### config.mk
export PLATFORM = sky130hd
export DESIGN_NAME = hash_table_quadratic_probe
export DESIGN_NICKNAME = d
export VERILOG_FILES = /design/src/hw/rtl/htqp_pkg.sv /design/src/hw/rtl/htqp_ctrl.sv /design/src/hw/rtl/htqp_datapath.sv /design/src/hw/rtl/hash_table_quadratic_probe.sv
export VERILOG_INCLUDE_DIRS = /design/src /design/src/hw/rtl
export SDC_FILE = /design/constraint.sdc
export NUM_CORES = 1
export LEC_CHECK = 0
export BUFFER_PORTS_ARGS = -buffer_cell sky130_fd_sc_hd__buf_2
export CELL_PAD_IN_SITES_DETAIL_PLACEMENT = 1
export CELL_PAD_IN_SITES_GLOBAL_PLACEMENT = 1
export CORE_MARGIN = 10
export CORE_UTILIZATION = 49
export CTS_CLUSTER_SIZE = 40
export DETAILED_ROUTE_END_ITERATION = 8
export PLACE_DENSITY = 0.87
export SKIP_LAST_GASP = 1
export SLEW_MARGIN = 20
export SYNTH_ARGS = -nofsm -noshare
export SYNTH_HDL_FRONTEND = slang
export SYNTH_SLANG_ARGS = --single-unit
### constraint.sdc
create_clock -name clock -period 3.9 [get_ports clock]
set_input_delay 0.585 -clock clock [delete_from_list [all_inputs] [get_ports clock]]
set_output_delay 0.585 -clock clock [all_outputs]
set_load 0.005 [all_outputs]
### src/hw/rtl/assert_macros.svh
// Assertion macros shared by the hash table RTL.
// Depends on signals named clock and reset in the module that uses them.
`ifndef ASSERT_MACROS_SVH
`define ASSERT_MACROS_SVH
`ifndef SYNTHESIS
`define HTQP_ASSERT(lbl, prop, msg) \
   lbl: assert property (@(posedge clock) disable iff (reset) prop) else $error(msg);
`define HTQP_ASSERT_RST(lbl, prop, msg) \
   lbl: assert property (@(posedge clock) prop) else $error(msg);
`else
`define HTQP_ASSERT(lbl, prop, msg)
`define HTQP_ASSERT_RST(lbl, prop, msg)
`endif
`endif

### src/hw/rtl/htqp_pkg.sv
// Types, constants and codes of the quadratic-probing hash table.
// Used by the controller, the datapath and the top level.
package htqp_pkg;

   // The table size must be a power of two so that slot arithmetic wraps.
   localparam int TABLE_SIZE = 16;
   localparam int KEY_WIDTH  = 16;
   localparam int SLOT_W     = $clog2(TABLE_SIZE);
   localparam int COUNT_W    = $clog2(TABLE_SIZE + 1);

   typedef enum logic [1:0] {
      ACT_INSERT = 2'd0,
      ACT_SEARCH = 2'd1,
      ACT_DELETE = 2'd2
   } action_type;

   typedef enum logic [1:0] {
      ST_DONE    = 2'd0,
      ST_MISSING = 2'd1,
      ST_FULL    = 2'd2
   } status_type;

   typedef enum logic [1:0] {
      MARK_EMPTY   = 2'd0,
      MARK_USED    = 2'd1,
      MARK_DELETED = 2'd2
   } mark_type;

   typedef struct packed {
      logic load;
      logic step;
      logic commit;
   } ctrl_cmd_type;

   typedef struct packed {
      logic finish;
   } dp_status_type;

endpackage

### src/hw/rtl/htqp_ctrl.sv
// Controller of the hash table: command sequencing and result handshake.
// Depends on htqp_pkg and assert_macros.svh.
`include "assert_macros.svh"
module htqp_ctrl (
   input  logic                    clock,
   input  logic                    reset,
   input  logic                    req_valid,
   output logic                    req_ready,
   output logic                    rsp_valid,
   input  logic                    rsp_ready,
   input  htqp_pkg::dp_status_type status,
   output htqp_pkg::ctrl_cmd_type  cmd
);
   import htqp_pkg::*;

   typedef enum logic {
      S_IDLE,
      S_PROBE
   } state_type;

   state_type state_ff, state_in;
   logic      rsp_valid_ff, rsp_valid_in;
   logic      out_free;

   assign req_ready = (state_ff == S_IDLE);
   assign rsp_valid = rsp_valid_ff;
   assign out_free  = !rsp_valid_ff || rsp_ready;

   always_comb begin
      cmd.load   = req_valid && (state_ff == S_IDLE);
      cmd.step   = (state_ff == S_PROBE) && !status.finish;
      cmd.commit = (state_ff == S_PROBE) && status.finish && out_free;
      state_in   = state_ff;
      case (state_ff)
         S_IDLE: begin
            if (cmd.load) begin
               state_in = S_PROBE;
            end
         end
         S_PROBE: begin
            if (cmd.commit) begin
               state_in = S_IDLE;
            end
         end
         default: state_in = S_IDLE;
      endcase
      rsp_valid_in = rsp_valid_ff && !rsp_ready;
      if (cmd.commit) begin
         rsp_valid_in = 1'b1;
      end
   end

   always_ff @(posedge clock) begin
      if (reset) begin
         state_ff     <= S_IDLE;
         rsp_valid_ff <= 1'b0;
      end else begin
         state_ff     <= state_in;
         rsp_valid_ff <= rsp_valid_in;
      end
   end

   `HTQP_ASSERT(a_commit_shows_result, cmd.commit |=> rsp_valid_ff, "commit lost its result")
   `HTQP_ASSERT(a_commit_frees_input, cmd.commit |=> req_ready, "input not freed after commit")
   `HTQP_ASSERT(a_load_starts_probe, cmd.load |=> !req_ready, "no probe after load")
   `HTQP_ASSERT_RST(a_no_step_and_commit, reset || !(cmd.step && cmd.commit), "step with commit")

endmodule

### src/hw/rtl/htqp_datapath.sv
// Datapath of the hash table: command registers, probe sequence, slot stores
// and the result register. Depends on htqp_pkg and assert_macros.svh.
`include "assert_macros.svh"
module htqp_datapath (
   input  logic                          clock,
   input  logic                          reset,
   input  htqp_pkg::ctrl_cmd_type        cmd,
   output htqp_pkg::dp_status_type       status,
   input  logic [1:0]                    req_action,
   input  logic [15:0]                   req_key,
   output logic [1:0]                    rsp_status,
   output logic [htqp_pkg::SLOT_W-1:0]   rsp_slot_index,
   output logic [htqp_pkg::COUNT_W-1:0]  rsp_collisions
);
   import htqp_pkg::*;

   action_type           action_ff;
   logic [KEY_WIDTH-1:0] key_ff;
   logic [SLOT_W-1:0]    slot_ff, slot_in;
   logic [SLOT_W-1:0]    delta_ff, delta_in;
   logic [COUNT_W-1:0]   count_ff, count_in;

   logic [KEY_WIDTH-1:0] keys_ff [TABLE_SIZE];
   mark_type             marks_ff [TABLE_SIZE];

   status_type           res_status_ff, res_status;
   logic [SLOT_W-1:0]    res_slot_ff, res_slot;
   logic [COUNT_W-1:0]   res_coll_ff, res_coll;

   mark_type             cur_mark;
   mark_type             new_mark;
   logic                 hit;
   logic                 exhausted;
   logic                 finish;
   logic                 wr_key;
   logic                 wr_mark;

   assign cur_mark  = marks_ff[slot_ff];
   assign hit       = (cur_mark == MARK_USED) && (keys_ff[slot_ff] == key_ff);
   assign exhausted = (count_ff == COUNT_W'(TABLE_SIZE));

   always_comb begin
      finish     = 1'b0;
      res_status = ST_MISSING;
      res_slot   = '0;
      res_coll   = count_ff;
      wr_key     = 1'b0;
      wr_mark    = 1'b0;
      new_mark   = MARK_USED;
      case (action_ff)
         ACT_INSERT: begin
            if (exhausted) begin
               finish     = 1'b1;
               res_status = ST_FULL;
            end else if (cur_mark != MARK_USED) begin
               finish     = 1'b1;
               res_status = ST_DONE;
               res_slot   = slot_ff;
               wr_key     = 1'b1;
               wr_mark    = 1'b1;
            end
         end
         ACT_SEARCH, ACT_DELETE: begin
            if (exhausted || cur_mark == MARK_EMPTY) begin
               finish = 1'b1;
            end else if (hit) begin
               finish     = 1'b1;
               res_status = ST_DONE;
               res_slot   = slot_ff;
               wr_mark    = (action_ff == ACT_DELETE);
               new_mark   = MARK_DELETED;
            end
         end
         default: begin
            finish   = 1'b1;
            res_coll = '0;
         end
      endcase
   end

   assign status.finish = finish;

   // Probe i visits home + i*i; successive offsets differ by 2i+1.
   always_comb begin
      slot_in  = slot_ff;
      delta_in = delta_ff;
      count_in = count_ff;
      if (cmd.load) begin
         slot_in  = req_key[SLOT_W-1:0];
         delta_in = SLOT_W'(1);
         count_in = '0;
      end else if (cmd.step) begin
         slot_in  = slot_ff + delta_ff;
         delta_in = delta_ff + SLOT_W'(2);
         count_in = count_ff + COUNT_W'(1);
      end
   end

   always_ff @(posedge clock) begin
      if (cmd.load) begin
         action_ff <= action_type'(req_action);
         key_ff    <= req_key[KEY_WIDTH-1:0];
      end
      slot_ff  <= slot_in;
      delta_ff <= delta_in;
      count_ff <= count_in;
      if (cmd.commit) begin
         res_status_ff <= res_status;
         res_slot_ff   <= res_slot;
         res_coll_ff   <= res_coll;
      end
      if (cmd.commit && wr_key) begin
         keys_ff[slot_ff] <= key_ff;
      end
   end

   always_ff @(posedge clock) begin
      if (reset) begin
         for (int i = 0; i < TABLE_SIZE; i++) begin
            marks_ff[i] <= MARK_EMPTY;
         end
      end else if (cmd.commit && wr_mark) begin
         marks_ff[slot_ff] <= new_mark;
      end
   end

   assign rsp_status     = res_status_ff;
   assign rsp_slot_index = res_slot_ff;
   assign rsp_collisions = res_coll_ff;

   `HTQP_ASSERT(a_count_bounded, cmd.step |-> !exhausted, "probe ran past the table size")
   `HTQP_ASSERT(a_step_counts, cmd.step |=> (count_ff == $past(count_ff) + COUNT_W'(1)), "probe count skipped")

endmodule

### src/hw/rtl/hash_table_quadratic_probe.sv
// Top level of the open-addressing hash table with quadratic probing.
// Depends on htqp_pkg, htqp_ctrl and htqp_datapath.
//
//   Channel  Handshake              Payload
//   req      req_valid/req_ready    req_action, req_key
//   rsp      rsp_valid/rsp_ready    rsp_status, rsp_slot_index, rsp_collisions
//
// A command is first loaded and then probes one slot at a time, plus a final check that
// sees the probe count run out after TABLE_SIZE probes have found no place; the probe
// loop reads one slot mark and key a cycle.
// Reset clears all slot marks at once; no clearing pass follows.
// While the result register still holds an untaken result, the final probe holds.
// A new command is taken once the previous one has been committed to that register.
module hash_table_quadratic_probe (
   input  logic                          clock,
   input  logic                          reset,
   input  logic                          req_valid,
   output logic                          req_ready,
   input  logic [1:0]                    req_action,
   input  logic [15:0]                   req_key,
   output logic                          rsp_valid,
   input  logic                          rsp_ready,
   output logic [1:0]                    rsp_status,
   output logic [htqp_pkg::SLOT_W-1:0]   rsp_slot_index,
   output logic [htqp_pkg::COUNT_W-1:0]  rsp_collisions
);
   import htqp_pkg::*;

   ctrl_cmd_type  cmd;
   dp_status_type status;

   htqp_ctrl u_ctrl (
      .clock     (clock),
      .reset     (reset),
      .req_valid (req_valid),
      .req_ready (req_ready),
      .rsp_valid (rsp_valid),
      .rsp_ready (rsp_ready),
      .status    (status),
      .cmd       (cmd)
   );

   htqp_datapath u_datapath (
      .clock          (clock),
      .reset          (reset),
      .cmd            (cmd),
      .status         (status),
      .req_action     (req_action),
      .req_key        (req_key),
      .rsp_status     (rsp_status),
      .rsp_slot_index (rsp_slot_index),
      .rsp_collisions (rsp_collisions)
   );

endmodule
Yosys cells after proc, flatten, opt, wreduce, memory -nomap -nowiden. Memories as Yosys holds them, arrays and structs flattened. A register that Yosys moved wholly into a read port is not among the register bits. Index checks and enable logic that the tools add are counted.

Register bits after elaboration: 44. RAM bits: 288. Bits of input ports: 22. Output and inout port bits: 13. Logic and storage cells: 82. Memories kept: 2.

Add/subtract/negate cells: 3. Eq/ne operators: 6. Mux-type cells: 41. Bitwise gates (word level): 1. Reduce and logical (&&, ||, !) cells: 19.

Memories: u_datapath.keys_ff (words 16, width 16, read ports 1, clocked after memory_dff 1, write ports 1, line htqp_datapath.sv:23) `logic [KEY_WIDTH-1:0] keys_ff [TABLE_SIZE];`; u_datapath.marks_ff (words 16, width 2, read ports 1, clocked after memory_dff 1, write ports 16, line htqp_datapath.sv:24) `mark_type marks_ff [TABLE_SIZE];`.

Operators with widths (count): $mux W4 (9); $mux W1 (21); $eq A16 B16 Y1 (1); $mux W2 (6); $logic_and A1 B1 Y1 (8); $pmux W4 S2 (1); $pmux W1 S2 (3); $add A5 B1 Y5 const B (1); $eq A5 B5 Y1 const B (1); $add A4 B2 Y4 const B (1); $add A4 B4 Y4 (1); $eq A2 B1 Y1 const B (2); $logic_not A2 Y1 (2); $pmux W2 S2 (1); $reduce_or A2 Y1 (2); $logic_not A1 Y1 (3); $reduce_or A3 Y1 (1); $eq A2 B2 Y1 const B (1); $logic_or A1 B1 Y1 (2); $ne A2 B1 Y1 const B (1); $reduce_bool A2 Y1 (1); $not A1 Y1 (1).

Depth between registers and ports, before layout.
Depth after elaboration: 13. Gate-level depth with buffers: 14. Mapped depth without buffers: 10.

Hierarchy. From an unflattened synthesis, not the netlist that was laid out.

Cell total of the unflattened synthesis: 809. Area total of the unflattened synthesis: 14048.5 um2.

By module, submodules not included: htqp_datapath (times used 1, cells each 798, area each 13950.9 um2, sequential area each 9879.5 um2); htqp_ctrl (times used 1, cells each 11, area each 97.6 um2, sequential area each 40.0 um2).

Least setup slack after synthesis. Ideal clock, no wire load.

Path type: reg2reg. Start point: register with a tool-made name. End point: memory u_datapath.keys_ff[14][0], enable pin. Library setup time: 0.388 ns. Arrival: 3.697 ns. Required time: 3.512 ns. Slack: -0.186 ns. Cell stages (with the launch flop): 12. Buffers on the path: 2. Clock period less this slack: 4.086 ns. Cell sequence: dfxtp_1 buf_6 mux4_2 mux4_2 xor2_1 nor3_1 nand4b_1 or3b_4 o21ai_4 nand3_2 buf_2 nor2_1.

RTL lines (line): end: declaration (htqp_datapath.sv:23).

==> summary.md <==
| Metric | Value |
|---|---|
| Status | `complete, but fails checks` |
| Failing checks | `negative setup slack` |
| Worst Max-Slew Pin Slew | `~1000 ps` |
| Initial antenna violation count | `1` |
| Area of the die | `~35000 um2` |
| Share of power burned in combinational logic | `0.315` |
| Yosys Warn Count | `0` |
| Slew Viols, Final | `0` |
| Top_reg_cell synth | `edfxtp_1` |
| Part of the cycle the worst path needs | `1.09` |
| Final Hold Fails | `0` |
| DP HPWL | `24900 um` |
| Metal3 WL | `approximately 4200 um` |
| Number of buffers created by CTS | `35` |
| IO Count | `35` |
| Hold_sp | `req_key[8]` |
| Setup ws final | `-353 ps` |
| Reg2Reg Setup Slack | `-350 ps` |
| Setup Viol. Count Final | `around 340` |
| CP Data Required Time | `4130 ps` |
| Initial DRC Count | `1405` |
| Slew margin rel. | `0.347` |
| Met2 wire length | `between 20000 and 25000 um` |
| Synth top area share | `0.697` |
| Met1 wire length | `around 16000 um` |
| Synth Register Bits | `335` |
| Leakage | `slightly below 6 nW` |
| Worst hold path class | `in2reg` |
| Synth Area per Inst | `17.3 um2` |
| Synthesis-to-layout area growth | `22.7%` |
| Drt pass-1 iters | `6` |
| Tot GR Track Use | `0.233` |
| Initial Utilization | `0.497` |
| Synth area leader | `edfxtp_1` |
| Core ar. | `around 28000 um2` |
| WHS Path Cells | `1` |
| Seq/Total Area, Yosys | `0.717` |
| Design internal power | `between 7 and 8 mW` |
| Via Count | `slightly below 9000` |
| Nets | `approximately 950` |
| Sw power | `3.81 mW` |
| Sw Share | `0.337` |
| Fill cell count | `approximately 2400` |
| Placed insts | `around 1200` |
| First-pass GRT wire length | `approximately 60000 um` |
| Clock skew | `47.8 ps` |
| CTS root buffer | `clkbuf_16` |
| CP startpoint kind | `flop` |
| Post-synthesis cell count | `799` |
| Top cells by area, synth | `edfxtp_1 70%, mux4_2 7.2%, mux2i_1 3.3%, dfxtp_1 2.0%, nor2_1 1.4%` |
| Crit-path max FO | `19` |
| Reg2Reg Depth | `14` |
| Share of layout cells above drive strength 1 | `0.324` |
| Post-route ant nets | `0` |
| Post-cts hold buffer count | `0` |
| Synth Net Count | `830` |
| Top Layer Used | `met4` |
| Part of the power in registers | `0.386` |
| Drt drc | `0` |
| Critical Path AT | `about 4500 ps` |
| Clock Tree Buf Depth | `3` |
| CTS tree | `built` |
| # clock sinks | `about 340` |
| Yosys cell types | `just over 60` |
| Chip width | `188 um` |
| Chip Height | `around 190 um` |
| Final Wtd Congestion | `roughly 0.87` |
| RSZ-0062 raised after global routing | `true` |
| Total power divided by cell area | `approximately 670 nW/um2` |
| Shortest period the worst path allows | `approximately 4300 ps` |
| Finished Layout Cells | `1325` |
| Site row count | `just over 60` |
| Max cap viols | `0` |
| CP endpoint kind | `flop` |
| Async set-or-reset flop fraction in the synthesized netlist | `0` |
| Post-Route WL | `between 40000 and 50000 um` |
| Hold Path Sink | `u_datapath.key_ff[8]` |
| Peak supply drop | `between 0.6 and 0.7 mV` |
| H-tree depth | `2` |
| Pin count of the biggest net entering global routing | `29` |
| Most frequent cells in the layout | `321 x edfxtp_1, 46 x mux2i_1, 44 x mux4_2` |
| Crit path kind | `reg2reg` |
| PortBufs | `34` |
| Total gr overflow | `0` |
| RR Endpoint | `u_datapath.keys_ff[3][6]` |
| Wirelength per Cell | `35.0 um` |
| Clock network power share | `0.299` |
| Number of synthesized flops with an enable pin | `~320` |
| Worst-path clk slew | `roughly 70 ps` |
| Clk_lat worst skew | `approximately 550 ps` |
| Worst hold margin | `about 230 ps` |
| Mapped Area | `around 14000 um2` |
| Max Clk Rate | `around 0.24 GHz` |
| Commonest non-fill, non-tap cell in the layout | `edfxtp_1` |
| Vias per inst | `between 6 and 7` |
| Vias in the first global route | `around 9000` |
## power by group through the flow
stage          Clock, mW  Sequential [mW]  Combinational (mW)
4_1_cts             3.29             4.34                3.22
3_3_place_gp           0             4.39                2.72
2_1_floorplan          0             4.28                2.01
6_report            3.38             4.37                3.57
5_1_grt             3.53             4.37                3.69
3_5_place_dp           0             4.41                2.91
## kinds of logic (layout without fill, tap and decap cells)
logic type / after synthesis / after routing / share of synthesized area
fa+ha+maj: 9 / 9 / 0.00868
xor+xnor: 20 / 20 / 0.0127
compound gates: 92 / 92 / 0.0509
simple gates: 178 / 178 / 0.0672
mux: 109 / 109 / 0.124
flops: 335 / 335 / 0.717
other cells: 0 / 2 / 0
buf+inv: 56 / 202 / 0.0200
## registers in the layout, summed over array words and instances (netlist names), 2 cells and up, named ones only
register,cells
u_datapath.marks_ff,32
u_datapath.slot_ff,4
u_datapath.keys_ff,256
u_datapath.key_ff,16
u_datapath.rsp_collisions,5
u_datapath.action_ff,2
u_datapath.delta_ff,3
u_datapath.rsp_status,2
u_datapath.count_ff,5
u_datapath.rsp_slot_index,4
## worst max-delay path, cell delays in order (launching register included)
cell and delay [ps]:
dfxtp_4 440, buf_8 140, buf_16 170, mux4_2 570
a22oi_2 230, a21o_1 230, o311ai_2 190, o41ai_4 460
buf_4 230, nand4_1 180, o21ai_4 240, nand3_4 180
buf_16 250, nor2_4 210, buf_6 200
## how the worst max path moves through the flow
stage,slack (ps),to,cells past startpoint,startpoint
6_report,-350,u_datapath.keys_ff[3][6],14,flop
3_3_place_gp,-220,u_datapath.marks_ff[2][1],11,flop
5_1_grt,-380,u_datapath.keys_ff[0][9],15,flop
4_1_cts,-20,u_datapath.keys_ff[2][9],13,flop
3_5_place_dp,-350,u_datapath.marks_ff[15][0],11,flop
2_1_floorplan,-190,u_datapath.keys_ff[14][0],11,flop
## stage by stage
step | TNS (ps) | worst slack (ps) | power (mW) | util | area (um2)
final | -90760 | -353 | 11.3 | 0.609 | 17000
after detailed placement | -76520 | -348 | 7.31 | 0.538 | 15000
after global routing | -98470 | -378 | 11.6 | 0.609 | 17000
after CTS | -394 | -17.0 | 10.8 | 0.593 | 16500
after global placement | -52600 | -222 | 7.11 | 0.538 | 15000
after floorplan | -29470 | -186 | 6.29 | - | 13900
## area by class of cell
class	instances	area, um2	area share
timing repair buffer	125	1350	0.0797
clock inverter	10	111	0.00656
inverter	16	60.1	0.00354
multi-input combinational	408	4050	0.238
sequential	335	9930	0.585
antenna	2	5.00	0.000295
tap	378	473	0.0279
clock buffer	51	997	0.0587
## cells in the mapped netlist (all sizes together), types with 9 or more instances
cell and count:
nor2b 15, nand2 29, a21oi 11, o21ai 9
clkbuf 12, buf 28, a22oi 21, inv 15
mux2i 46, nor3 23, xnor2 10, nor2 53
mux4 47, mux2 16, nand3 18, dfxtp 14
edfxtp 321, xor2 10, o21bai 16
## timing repair
item	in CTS	in global routing
pin swaps	6	20
cloned	6	5
resized for setup	44	77
setup buffers	9	5
setup endpoints to repair	332	333
hold endpoints to repair	0	0
## metal layers
| metal | up-vias | track usage |
|---|---|---|
| met2 | 648 | 0.392 |
| met1 | 4483 | 0.292 |
| li1 | 3419 | - |
| met3 | 175 | 0.0391 |
| met5 | - | 0 |
| met4 | 0 | 0.0975 |
No activity file was read; power rests on OpenSTA's default activity.
